File: config.mk
export PLATFORM = sky130hd
export DESIGN_NAME = terminal_key_sequence_decoder_unit
export DESIGN_NICKNAME = d
export VERILOG_FILES = /design/src/hw/rtl/tksd_pkg.sv /design/src/hw/rtl/terminal_key_sequence_decoder_unit.sv
export SDC_FILE = /design/constraint.sdc
export NUM_CORES = 1
export LEC_CHECK = 0
export BUFFER_PORTS_ARGS = -buffer_cell sky130_fd_sc_hd__clkbuf_2
export CAP_MARGIN = 40
export CORE_ASPECT_RATIO = 1.75
export CORE_MARGIN = 1.5
export CORE_UTILIZATION = 60
export DETAILED_ROUTE_END_ITERATION = 8
export GPL_ROUTABILITY_DRIVEN = 0
export PLACE_DENSITY_LB_ADDON = 0.25
export SETUP_SLACK_MARGIN = 0.5
export SKIP_LAST_GASP = 1
export SLEW_MARGIN = 20
export SYNTH_ARGS = -nofsm -noshare
export SYNTH_HDL_FRONTEND = slang
export SYNTH_SLANG_ARGS = --single-unit
File: constraint.sdc
create_clock -name clk -period 4.2 [get_ports clk]
set_input_delay 0 -clock clk [delete_from_list [all_inputs] [get_ports clk]]
set_output_delay 0 -clock clk [all_outputs]
set_load 0.1 [all_outputs]
File: src/hw/rtl/tksd_pkg.sv
// Package with the parse phase type and key code constants of the terminal key decoder.
package tksd_pkg;

    // Parse phase of an escape sequence in progress.
    typedef enum logic [2:0] {
        PH_IDLE    = 3'd0,
        PH_ESC     = 3'd1,
        PH_CSI     = 3'd2,
        PH_CSI3    = 3'd3,
        PH_CSI1    = 3'd4,
        PH_CSI1S   = 3'd5,
        PH_CSI1S5  = 3'd6
    } phase_t;

    typedef logic [7:0] byte_t;
    typedef logic [7:0] key_t;
    typedef logic [6:0] ascii_t;

    // Dense key codes.
    localparam key_t KC_NONE     = 8'd0;
    localparam key_t KC_ENTER    = 8'd1;
    localparam key_t KC_PRINT0   = 8'd2;
    localparam key_t KC_CTRL_A   = 8'd97;
    localparam key_t KC_BKSP     = 8'd123;
    localparam key_t KC_ESC      = 8'd124;
    localparam key_t KC_DEL      = 8'd125;
    localparam key_t KC_ARROW0   = 8'd126;
    localparam key_t KC_CARROW0  = 8'd130;
    localparam key_t KC_LAST     = 8'd133;

    // Received byte values with a meaning of their own.
    localparam byte_t CH_NEWLINE = 8'h0A;
    localparam byte_t CH_ESC     = 8'h1B;
    localparam byte_t CH_CTRL_A  = 8'h01;
    localparam byte_t CH_CTRL_Z  = 8'h1A;
    localparam byte_t CH_SPACE   = 8'h20;
    localparam byte_t CH_TILDE   = 8'h7E;
    localparam byte_t CH_DEL     = 8'h7F;
    localparam byte_t CH_LBRACK  = 8'h5B;
    localparam byte_t CH_ONE     = 8'h31;
    localparam byte_t CH_THREE   = 8'h33;
    localparam byte_t CH_FIVE    = 8'h35;
    localparam byte_t CH_SEMI    = 8'h3B;
    localparam byte_t CH_A       = 8'h41;
    localparam byte_t CH_D       = 8'h44;

endpackage

File: src/hw/rtl/terminal_key_sequence_decoder_unit.sv
// Terminal key sequence decoder: turns a terminal byte stream into dense key codes.

// The decoder takes one transaction per cycle on the slave side: a received byte in
// s_axis_tdata, or a gap (s_axis_tuser high) meaning no byte was waiting. Each
// transaction passes an input register, combinational decode logic against the parse
// phase register, and a result register; a new byte is taken every cycle while results
// drain. Plain bytes give keys directly; ESC opens a sequence (ESC gap = escape, ESC [
// A-D arrows, ESC [ 3 ~ delete, ESC [ 1 ; 5 A-D ctrl arrows). Bytes that open or
// continue a sequence, and most gaps, give no result; a byte that breaks a sequence
// gives key code none. The rate is set by the single phase register, which is updated
// once per transaction.
module terminal_key_sequence_decoder_unit
    import tksd_pkg::*;
(
    input  logic        clk,
    input  logic        rst_n,
    // Input stream.
    input  logic        s_axis_tvalid,
    output logic        s_axis_tready,
    input  logic [7:0]  s_axis_tdata,   // [7:0] rx_byte
    input  logic        s_axis_tuser,   // [0] no_byte
    // Result stream.
    output logic        m_axis_tvalid,
    input  logic        m_axis_tready,
    output logic [15:0] m_axis_tdata    // [7:0] key_code, [14:8] ascii, [15] zero
);

    // Input register.
    logic   in_valid_reg;
    byte_t  in_byte_reg;
    logic   in_gap_reg;

    // Parse phase.
    phase_t phase_reg;
    phase_t phase_next;

    // Result register.
    logic   out_valid_reg;
    key_t   key_reg;
    ascii_t ascii_reg;

    // Decode results for the item in the input register.
    logic   emit;
    key_t   key_next;
    ascii_t ascii_next;
    logic   advance;

    // Decode one byte or gap against the current phase.
    always_comb
    begin
        emit       = 1'b0;
        key_next   = KC_NONE;
        ascii_next = '0;
        phase_next = phase_reg;
        if (in_gap_reg)
        begin
            if (phase_reg == PH_ESC)
            begin
                emit       = 1'b1;
                key_next   = KC_ESC;
                phase_next = PH_IDLE;
            end
        end
        else
        begin
            // Any emitted result returns to idle; overridden where a sequence continues.
            emit       = 1'b1;
            phase_next = PH_IDLE;
            case (phase_reg)
                PH_ESC:
                begin
                    if (in_byte_reg == CH_LBRACK)
                    begin
                        emit       = 1'b0;
                        phase_next = PH_CSI;
                    end
                end
                PH_CSI:
                begin
                    if (in_byte_reg >= CH_A && in_byte_reg <= CH_D)
                    begin
                        key_next = KC_ARROW0 + (in_byte_reg - CH_A);
                    end
                    else if (in_byte_reg == CH_THREE)
                    begin
                        emit       = 1'b0;
                        phase_next = PH_CSI3;
                    end
                    else if (in_byte_reg == CH_ONE)
                    begin
                        emit       = 1'b0;
                        phase_next = PH_CSI1;
                    end
                end
                PH_CSI3:
                begin
                    if (in_byte_reg == CH_TILDE)
                    begin
                        key_next = KC_DEL;
                    end
                end
                PH_CSI1:
                begin
                    if (in_byte_reg == CH_SEMI)
                    begin
                        emit       = 1'b0;
                        phase_next = PH_CSI1S;
                    end
                end
                PH_CSI1S:
                begin
                    if (in_byte_reg == CH_FIVE)
                    begin
                        emit       = 1'b0;
                        phase_next = PH_CSI1S5;
                    end
                end
                PH_CSI1S5:
                begin
                    if (in_byte_reg >= CH_A && in_byte_reg <= CH_D)
                    begin
                        key_next = KC_CARROW0 + (in_byte_reg - CH_A);
                    end
                end
                default:
                begin
                    // Idle: single-byte keys.
                    if (in_byte_reg == CH_NEWLINE)
                    begin
                        key_next = KC_ENTER;
                    end
                    else if (in_byte_reg >= CH_SPACE && in_byte_reg <= CH_TILDE)
                    begin
                        key_next   = KC_PRINT0 + (in_byte_reg - CH_SPACE);
                        ascii_next = in_byte_reg[6:0];
                    end
                    else if (in_byte_reg >= CH_CTRL_A && in_byte_reg <= CH_CTRL_Z)
                    begin
                        key_next = KC_CTRL_A + (in_byte_reg - CH_CTRL_A);
                    end
                    else if (in_byte_reg == CH_DEL)
                    begin
                        key_next = KC_BKSP;
                    end
                    else if (in_byte_reg == CH_ESC)
                    begin
                        emit       = 1'b0;
                        phase_next = PH_ESC;
                    end
                end
            endcase
        end
    end

    // The held item moves on unless its result would land on a stalled result register.
    assign advance       = in_valid_reg && (!emit || !out_valid_reg || m_axis_tready);
    assign s_axis_tready = !in_valid_reg || advance;

    // Input register and parse phase.
    always_ff @(posedge clk or negedge rst_n)
    begin
        if (!rst_n)
        begin
            in_valid_reg <= 1'b0;
            phase_reg    <= PH_IDLE;
        end
        else
        begin
            if (advance)
            begin
                phase_reg <= phase_next;
            end
            if (s_axis_tready)
            begin
                in_valid_reg <= s_axis_tvalid;
            end
        end
    end

    always_ff @(posedge clk)
    begin
        if (s_axis_tvalid && s_axis_tready)
        begin
            in_byte_reg <= s_axis_tdata;
            in_gap_reg  <= s_axis_tuser;
        end
    end

    // Result register.
    always_ff @(posedge clk or negedge rst_n)
    begin
        if (!rst_n)
        begin
            out_valid_reg <= 1'b0;
        end
        else if (advance && emit)
        begin
            out_valid_reg <= 1'b1;
        end
        else if (m_axis_tready)
        begin
            out_valid_reg <= 1'b0;
        end
    end

    always_ff @(posedge clk)
    begin
        if (advance && emit)
        begin
            key_reg   <= key_next;
            ascii_reg <= ascii_next;
        end
    end

    assign m_axis_tvalid = out_valid_reg;
    assign m_axis_tdata  = {1'b0, ascii_reg, key_reg};

    // Every result returns the parser to idle.
    a_emit_idle: assert property (@(posedge clk) disable iff (!rst_n)
        advance && emit |=> phase_reg == PH_IDLE)
        else $error("parse phase not idle after a result");

    // A gap while idle changes nothing.
    a_gap_idle: assert property (@(posedge clk) disable iff (!rst_n)
        advance && in_gap_reg && phase_reg == PH_IDLE |-> !emit && phase_next == PH_IDLE)
        else $error("gap while idle produced activity");

    // Key codes stay in range and ascii only rides with printable keys.
    a_key_range: assert property (@(posedge clk) disable iff (!rst_n)
        out_valid_reg |-> key_reg <= KC_LAST &&
            (ascii_reg == '0 || key_reg == {1'b0, ascii_reg} - (CH_SPACE - KC_PRINT0)))
        else $error("result key code or ascii out of range");

    // A result never waits behind a new one that overwrites it.
    a_no_overwrite: assert property (@(posedge clk) disable iff (!rst_n)
        out_valid_reg && !m_axis_tready |-> !(advance && emit))
        else $error("stalled result overwritten");

endmodule
==> flow_summary.json, run 1 <==
{
  "ir_drop_mv": 0.282,
  "coreArea_um2": 3900,
  "crit_chain": "inv_1 -> ha_1 -> nand2_1 -> o311a_1 -> o22ai_1 -> a21oi_1 -> o21ai_1 -> or2_1 -> clkbuf_2",
  "yosysWarnings": 0,
  "clk_transition_reported_paths_ns": 0.06,
  "drv_slew": 0,
  "grt_first_pass_wirelength_um": 10000,
  "grt_pass1_vias": 2177,
  "clock_path_buffers": 2,
  "critPathMaxStageDelay_ns": 0.56,
  "clockRootBuffer": "clkbuf_8",
  "routedWlPerCell_um": 18.5,
  "n_antenna_cell": 0,
  "p_total_uw": 847,
  "gr-total-overflow": 0,
  "rows": 30,
  "grtUsageTotal_pct": 30.9,
  "worstMarginPinSlew_ns": 0.864,
  "grt_max_degree": 22,
  "ios": 31,
  "cts_max_level": 2,
  "reg2reg_from": "in_byte_reg[1]",
  "leakagePower_uw": 0.00108,
  "netlist_top_cells_area": "edfxtp_1 (30%), ha_1 (7.7%), dfrtp_1 (5.1%)",
  "port_buffers": 29,
  "setup_violations": 0,
  "path_buf_inv": 2,
  "yosysTopAreaCell": "edfxtp_1",
  "antenna_found_initial": 0,
  "hold_viol_final": 0,
  "fin_setup_tns_ns": 0,
  "wirelength_um": 6380,
  "rsz0062_at_grt": "false",
  "powerDensity_nw_per_um2": 303,
  "numCtsBuffers": 5,
  "cp_max_fo": 11,
  "criticalPathCategory": "reg -> out",
  "dr.pass1.iters": 5,
  "start_util_pct": 62.4,
  "cp_data_arrival_time_ns": 3.09,
  "maxCapViolCount": 0,
  "syn_area_per_cell_um2": 9.34,
  "layout_min_cycle_time_ns": 3.09,
  "slew_headroom_pct": 41.9,
  "netlist.area_leader.share_pct": 29.6,
  "drt_iter0_drc": 141,
  "numClockSinks": 29,
  "cp.required_ns": 4.20,
  "synth_cell_types": 68,
  "rrSetupSlack_ns": 1.25,
  "die_w_um": 51.2,
  "synth-edff-count": 24,
  "netlist_area_um2": 2440,
  "crit_path_end_kind": "output pin",
  "clk_latency_ns": 0.29,
  "synth_seq_cells": 29,
  "start_kind": "flip-flop",
  "dieArea_um2": 4470,
  "dp_hpwl_um": 4800,
  "status": "finished, final reports clean",
  "min_path_type": "in -> async",
  "clock.fmax_mhz": 323,
  "die_h_um": 87.3,
  "seq_area_frac_synth_pct": 34.7,
  "crit_path_top_delay_cell": "edfxtp_1",
  "fin_crit_sh_pct": 73.6,
  "post_route_cells_drive_above_1_share_pct": 17.8,
  "ys.flop_type": "edfxtp_1",
  "ant_nets": 0,
  "fin_skew_ns": 0.00448,
  "postSynthCellCount": 261,
  "cts_tree": "done",
  "via_count": 2239,
  "fin_nets": 324,
  "worstRegToRegCells": 8,
  "area_growth_pct": 14.6,
  "drcViolationCount": 0,
  "vias_per_cell": 6.49,
  "async_flop_share_pct": 17.2,
  "syn_nets": 289,
  "crit_family": "compound AO/OA/AOI/OAI gates",
  "worst_r2r_endpoint": "in_byte_reg[1]"
}
==> routing by layer <==
| metal | track usage, % | wire, µm | up-vias | part of all wire, % |
|---|---|---|---|---|
| met2 | 55.0 | 3320 | 142 | 52 |
| met3 | 4.98 | 423 | 40 | 6.6 |
| met5 | 0 | 0 | - | 0 |
| met4 | 28.0 | 574 | 0 | 9.0 |
| met1 | 28.9 | 2060 | 1012 | 32 |
| li1 | - | - | 1045 | - |
==> final cells by class <==
class	instances	area [µm²]
flip-flops and latches	29	846
well taps	48	60.1
inverters	10	37.5
clock buffers	6	72.6
fillers	319	1110
repair buffers	41	263
clock inverters	2	33.8
multi-input cells	209	1480
==> per-stage QoR <==
stage | hold slack (ns) | util [%] | std cells | area (µm²) | setup slack, ns
floorplan | -0.296 | - | 261 | 2440 | 1.35
global placement | -0.181 | 66.0 | 326 | 2580 | 1.37
detailed placement | -0.179 | 66.0 | 326 | 2580 | 1.29
CTS | 0.0606 | 71.6 | 345 | 2790 | 1.13
global route | 0.0900 | 71.6 | 345 | 2790 | 0.931
finish | 0.0687 | 71.6 | 345 | 2790 | 1.11
==> cells in the final DEF, fill, tap and decap left out, drive strengths merged, types with 8 or more instances in the layout <==
master,synthesis,final
a21oi,10,10
inv,10,10
ha,15,15
clkbuf,2,35
nand2,14,14
nor3,16,16
o21ai,10,10
nand3,10,10
xnor2,9,9
o211ai,8,8
dlygate4sd3,0,11
nor2,23,23
edfxtp,24,24
==> synth_stat cells, types with 3 or more instances <==
master     count
a21oi_1       10
buf_2          7
and3_1         4
xor2_1         5
nor2_1        23
a22oi_1        4
nand2_1       13
or3_1          3
nand2b_1       6
nand3_1       10
xnor2_1        8
inv_1          8
dfrtp_1        5
nand3b_1       4
o2bb2ai_1      3
o21ai_1        3
ha_1          15
nand4_1        4
o21ai_0        7
or2_1          3
o211ai_1       8
edfxtp_1      24
nor3_1        13
nor3_2         3
nor2b_1        5
nor3b_1        4
a31oi_1        4
==> cells by family after synthesis <==
| family | Yosys count | synth area share [%] |
|---|---|---|
| other cells | 1 | 0.154 |
| buf+inv | 23 | 4.52 |
| mux | 4 | 1.75 |
| flops | 29 | 34.7 |
| fa+ha+maj | 15 | 7.70 |
| compound gates | 61 | 17.8 |
| xor+xnor | 15 | 6.01 |
| simple gates | 113 | 27.4 |
==> worst max path at each step <==
| stage | from | endpoint | slack (ns) | cells past startpoint |
|---|---|---|---|---|
| finish | in_byte_reg[1] | s_axis_tready | 1.11 | 9 |
| global route | in_byte_reg[1] | s_axis_tready | 0.93 | 9 |
| CTS | in_byte_reg[1] | s_axis_tready | 1.13 | 9 |
| detailed placement | in_byte_reg[1] | in_byte_reg[0] | 1.29 | 8 |
| global placement | in_byte_reg[1] | in_byte_reg[0] | 1.37 | 8 |
| floorplan | in_byte_reg[1] | ascii_reg[0] | 1.35 | 9 |
==> what timing repair did <==
action,4_1_cts,5_1_grt
setup buffers,0,0
resized for setup,0,0
hold buffers,11,0
hold endpoints to repair,15,0
==> power by group <==
group	internal (µW)	total (µW)	switching [µW]	leakage (µW)
sequential	331	356	24.7	0.000293
combinational	61.2	213	152	0.000729
clock	175	278	103	0.0000528
(Power assumes the default switching activity.)
==> run 2: changes to the inputs <==
CORE_UTILIZATION = 53   (was 60)
clock period = 2.61 ns   (was 4.2 ns; I/O delays follow)
==> run 2 against run 1 <==
  * Critical path depth decreased by 1
  * Combinational power rose to 2.6 times the previous value
  * Flip-flop and latch count did not move
  * Routed wire length grew 48%
  * Worst hold slack lost 0.0027 ns
  * Global-route usage grew 4.5 points
  * Cell count grew 17%
  * Clock-buffer cell count did not move
  * Setup slack lost 1.0 ns
  * Clock power increased by 25%
  * Die area is 13% higher
  * Non-clock buffer count increased by 56
  * Critical path type is now reg -> reg
==> flow_summary.json, run 2 (synthesized netlist as in run 1, its figures left out) <==
{
  "n_antenna_cell": 0,
  "fin_nets": 380,
  "area_growth_pct": 50.9,
  "crit_path_end_kind": "flip-flop",
  "met1_usage_pct": 33.6,
  "clk_latency_ns": 0.29,
  "min_path_type": "in -> async",
  "clock.fmax_mhz": 395,
  "setup_violations": 0,
  "drv_slew": 0,
  "coreArea_um2": 4400,
  "worstRegToRegCells": 8,
  "clockRootBuffer": "clkbuf_8",
  "die_h_um": 92.7,
  "layout_min_cycle_time_ns": 2.53,
  "critical_path_depth": 8,
  "start_kind": "flip-flop",
  "rsz0062_at_grt": "true",
  "slew_headroom_pct": 61.4,
  "vias_per_cell": 6.85,
  "post_route_cells_drive_above_1_share_pct": 45.7,
  "cts_tree": "done",
  "powerDensity_nw_per_um2": 396,
  "wirelength_um": 9410,
  "grt_max_degree": 17,
  "ir_drop_mv": 0.413,
  "final_common_cell": "buf_4",
  "drt_iter0_drc": 210,
  "stdcell_count": 403,
  "crit_family": "compound AO/OA/AOI/OAI gates",
  "routedWlPerCell_um": 23.4,
  "grt_use_met3_pct": 11.3,
  "gr-total-overflow": 0,
  "leakagePower_uw": 0.00142,
  "path_buf_inv": 1,
  "numCtsBuffers": 5,
  "clock_path_buffers": 2,
  "worst_slack_ns": 0.0790,
  "dieArea_um2": 5030,
  "dr.pass1.iters": 7,
  "rrSetupSlack_ns": 0.08,
  "crit_chain": "inv_1 -> ha_1 -> nand4bb_1 -> o2bb2ai_2 -> nand2_2 -> a21o_1 -> o211ai_1 -> a32oi_1",
  "final_cell_mix": "buf_4 (44), clkbuf_2 (28), edfxtp_1 (24)",
  "critPathMaxStageDelay_ns": 0.44,
  "hold_viol_final": 0,
  "dp_hpwl_um": 5260,
  "ios": 31,
  "numClockSinks": 29,
  "cp_data_arrival_time_ns": 2.56,
  "maxCapViolCount": 0,
  "fin_crit_sh_pct": 97.0,
  "cp.required_ns": 2.64,
  "via_count": 2759,
  "cts_max_level": 2,
  "status": "finished, final reports clean",
  "fill_cells": 245,
  "grt_first_pass_wirelength_um": 12700,
  "rows": 32,
  "crit_path_top_delay_cell": "edfxtp_1",
  "post-place-ws_ns": 0.169,
  "fin_setup_tns_ns": 0,
  "cp_max_fo": 6,
  "worstMarginPinSlew_ns": 0.574,
  "dp.cells": 345,
  "grtUsageMet2_pct": 57.1,
  "fin_skew_ns": 0.0162,
  "drcViolationCount": 0,
  "worst_r2r_endpoint": "key_reg[6]",
  "reg2reg_from": "in_byte_reg[6]",
  "grtUsageTotal_pct": 35.4,
  "ant_nets": 0,
  "die_w_um": 54.3,
  "grt_pass1_vias": 2644,
  "top_usage_layer": "met2",
  "port_buffers": 29,
  "start_util_pct": 55.3,
  "clk_transition_reported_paths_ns": 0.07,
  "antenna_found_initial": 0,
  "criticalPathCategory": "reg -> reg"
}
-- run 2: changes by cell type in the layout (fill, tap and decap cells not counted), moves of 4 or more --
cell / delta
buf_4: +43
buf_6: +11
ha_1: -9
ha_4: +7
inv_1: -4
nand2_1: -4
nand2_2: +4
nor2_1: -6
-- run 2: how the worst max path moves through the flow --
stage / slack (ns) / endpoint / startpoint
floorplan: 0.26 / key_reg[4] / in_byte_reg[1]
global placement: 0.20 / in_byte_reg[6] / in_byte_reg[7]
detailed placement: 0.17 / key_reg[4] / in_byte_reg[0]
CTS: 0.27 / ascii_reg[1] / in_byte_reg[0]
global route: -0.05 / key_reg[6] / in_byte_reg[6]
finish: 0.08 / key_reg[6] / in_byte_reg[6]
-- run 2: cell type report --
type                            count  area [µm²]  share of cell area (%)
Clock inverter                      1        3.75                   0.102
Multi-Input combinational cell    209        1880                    51.1
Tap cell                           51        63.8                    1.74
Clock buffer                        6        72.6                    1.97
Inverter                           10        52.6                    1.43
Timing Repair Buffer               97         759                    20.7
Sequential cell                    29         846                    23.0
-- run 2: layer usage --
layer / part of all wire [%] / wire [µm]
met1: 33 / 3070
met2: 49 / 4620
met3: 9.3 / 873
met4: 9.1 / 853
met5: 0 / 0
-- run 2: worst reg2reg max path, delay by kind of cell, from the launching register on --
family | cells | cell delay, ns
AND/OR/NAND/NOR | 2 | 0.38
adder cells (fa/ha/maj) | 1 | 0.25
flip-flops | 1 | 0.44
AO/OA/AOI/OAI | 4 | 1.04
buffers and inverters | 1 | 0.17
-- run 2: power by group --
| part | switching [µW] | internal, µW | total [µW] |
|---|---|---|---|
| registers | 17.5 | 532 | 550 |
| logic | 353 | 208 | 561 |
| clock network | 168 | 179 | 347 |
-- run 2: timing repair --
action | CTS | global route
hold endpoints to repair | 15 | 0
gates resized for setup | 33 | 42
buffers inserted | 18 | 22
pin swaps | 13 | 15
endpoints found under the setup margin | 37 | 42
hold buffers | 11 | 0
-- run 2: stage by stage --
step	instance area [µm²]	total power [µW]	utilization, %	hold WS [ns]
floorplan	2540	861	-	-0.296
global placement	2820	947	63.9	-0.182
detailed placement	2820	953	63.9	-0.182
CTS	3290	1350	74.7	0.0595
global route	3680	1490	83.5	0.0902
finish	3680	1460	83.5	0.0661
==> run 3: changes to the inputs <==
--- a/config.mk
+++ b/config.mk
@@ -9,4 +9,3 @@
 export CAP_MARGIN = 40
-export CORE_ASPECT_RATIO = 1.75
-export CORE_MARGIN = 1.5
+export CORE_MARGIN = 8
 export CORE_UTILIZATION = 53
--- a/constraint.sdc
+++ b/constraint.sdc
@@ -3,2 +3,2 @@
 set_output_delay 0 -clock clk [all_outputs]
-set_load 0.1 [all_outputs]
+set_load 0.05 [all_outputs]
==> run 3 against run 2 <==
  * Total power is 7.7% lower
  * Sequential power grew 1%
  * Die area increased by 40%
  * Cell count is 4.2% lower
  * Non-clock buffer count down 19
  * Via count down 11%
  * Design area down 6.9%
  * Critical endpoint is now s_axis_tready
  * Clock skew down 0.011 ns
  * Sequential share of layout area up 1.8 points
  * Register-to-register slack better by 0.11 ns
==> flow_summary.json, run 3 (synthesized netlist as in run 1, its figures left out) <==
{
  "status": "finished, final reports clean",
  "ant_nets": 0,
  "met2WireLength_um": 3670,
  "ir_drop_mv": 0.371,
  "final_cell_mix": "buf_4 (31), clkbuf_2 (28), edfxtp_1 (24)",
  "area_growth_pct": 40.5,
  "dieArea_um2": 7020,
  "clock.fmax_mhz": 409,
  "final_common_cell": "buf_4",
  "critical_path_depth": 9,
  "fin_crit_sh_pct": 93.7,
  "wirelength_um": 7630,
  "drcViolationCount": 0,
  "grt_first_pass_wirelength_um": 11600,
  "routed-wl-met3_um": 704,
  "fin_util_pct": 78.1,
  "dp_hpwl_um": 4800,
  "clockRootBuffer": "clkbuf_8",
  "leakagePower_uw": 0.00130,
  "crit_family": "compound AO/OA/AOI/OAI gates",
  "grt_pass1_vias": 2384,
  "die_w_um": 83.8,
  "routed.top_layer": "met4",
  "antenna_found_initial": 0,
  "routedWlPerCell_um": 19.8,
  "crit_path_end_kind": "output pin",
  "numCtsBuffers": 5,
  "die_h_um": 83.8,
  "fin_skew_ns": 0.00481,
  "maxCapViolCount": 0,
  "fill_cells": 253,
  "post_route_cells_drive_above_1_share_pct": 40.1,
  "gr-total-overflow": 0,
  "worstRegToRegCells": 8,
  "grtUsageTotal_pct": 20.2,
  "fin_setup_tns_ns": 0,
  "setup_violations": 0,
  "start_util_pct": 55.6,
  "layout_min_cycle_time_ns": 2.45,
  "path_buf_inv": 2,
  "ios": 31,
  "grt_max_degree": 17,
  "cp_data_arrival_time_ns": 2.45,
  "drv_slew": 0,
  "critPathMaxStageDelay_ns": 0.53,
  "cts_tree": "done",
  "dr.pass1.iters": 5,
  "cp.required_ns": 2.61,
  "multi_input_area_um2": 1780,
  "slew_headroom_pct": 64.6,
  "worstMarginPinSlew_ns": 0.526,
  "cp_max_fo": 5,
  "cts_max_level": 2,
  "numClockSinks": 29,
  "seqCellArea_um2": 848,
  "coreArea_um2": 4380,
  "criticalPathCategory": "reg -> out",
  "crit_path_top_delay_cell": "edfxtp_1",
  "powerDensity_nw_per_um2": 393,
  "fin_nets": 361,
  "clk_transition_reported_paths_ns": 0.06,
  "wl_met1_um": 2900,
  "rsz0062_at_grt": "true",
  "clock_path_buffers": 2,
  "clk_latency_ns": 0.29,
  "start_kind": "flip-flop",
  "via_count": 2466,
  "vias_per_cell": 6.39,
  "drt_iter0_drc": 346,
  "n_antenna_cell": 0,
  "rows": 24,
  "port_buffers": 29,
  "crit_chain": "ha_2 -> and3b_2 -> a31oi_2 -> a31oi_1 -> a21oi_2 -> o21ai_2 -> buf_6 -> or2_4 -> clkbuf_16",
  "hold_viol_final": 0,
  "min_path_type": "in -> async"
}
[run 3: power breakdown]
part	switching (µW)	internal [µW]
clock	185	184
combinational	246	175
sequential	23.4	532
[run 3: final cells by class]
type / count / area share (%)
Multi-Input combinational cell: 209 / 51.9
Sequential cell: 29 / 24.8
Timing Repair Buffer: 78 / 17.6
Clock buffer: 5 / 2.01
Tap cell: 52 / 1.90
Inverter: 10 / 1.24
Clock inverter: 3 / 0.512
[run 3: final timing paths]
check / startpoint / end / slack, ns
max reg2reg: in_byte_reg[0] / key_reg[4] / 0.19
min: rst_n / m_axis_tvalid / 0.08
min reg2reg: m_axis_tvalid / m_axis_tvalid / 0.62
max in group asynchronous: rst_n / phase_reg[0] / 2.38
max: in_byte_reg[0] / s_axis_tready / 0.16
min in group clk: m_axis_tready / m_axis_tvalid / 0.12
[run 3: stage by stage]
stage	hold slack (ns)	instances	power [µW]	worst slack, ns	area [µm²]
after floorplan	-0.296	261	800	0.257	2540
after global placement	-0.181	342	877	0.197	2770
after detailed placement	-0.178	342	882	0.140	2770
after CTS	0.0568	377	1310	0.244	3290
after global routing	0.0889	386	1390	0.0908	3420
final	0.0785	386	1350	0.163	3420
[run 3: per-layer routing]
metal / vias up / track usage (%)
li1: 1124 / -
met1: 1141 / 22.9
met2: 165 / 33.3
met3: 36 / 5.57
met4: 0 / 11.6
met5: - / 0
[run 3: what timing repair did]
action | in CTS | in global routing
endpoints found under the setup margin | 35 | 41
pin swaps | 21 | 11
cloned | 0 | 0
hold buffers | 11 | 0
resized for setup | 38 | 15
endpoints found under the hold margin | 15 | 0
setup buffers | 16 | 9
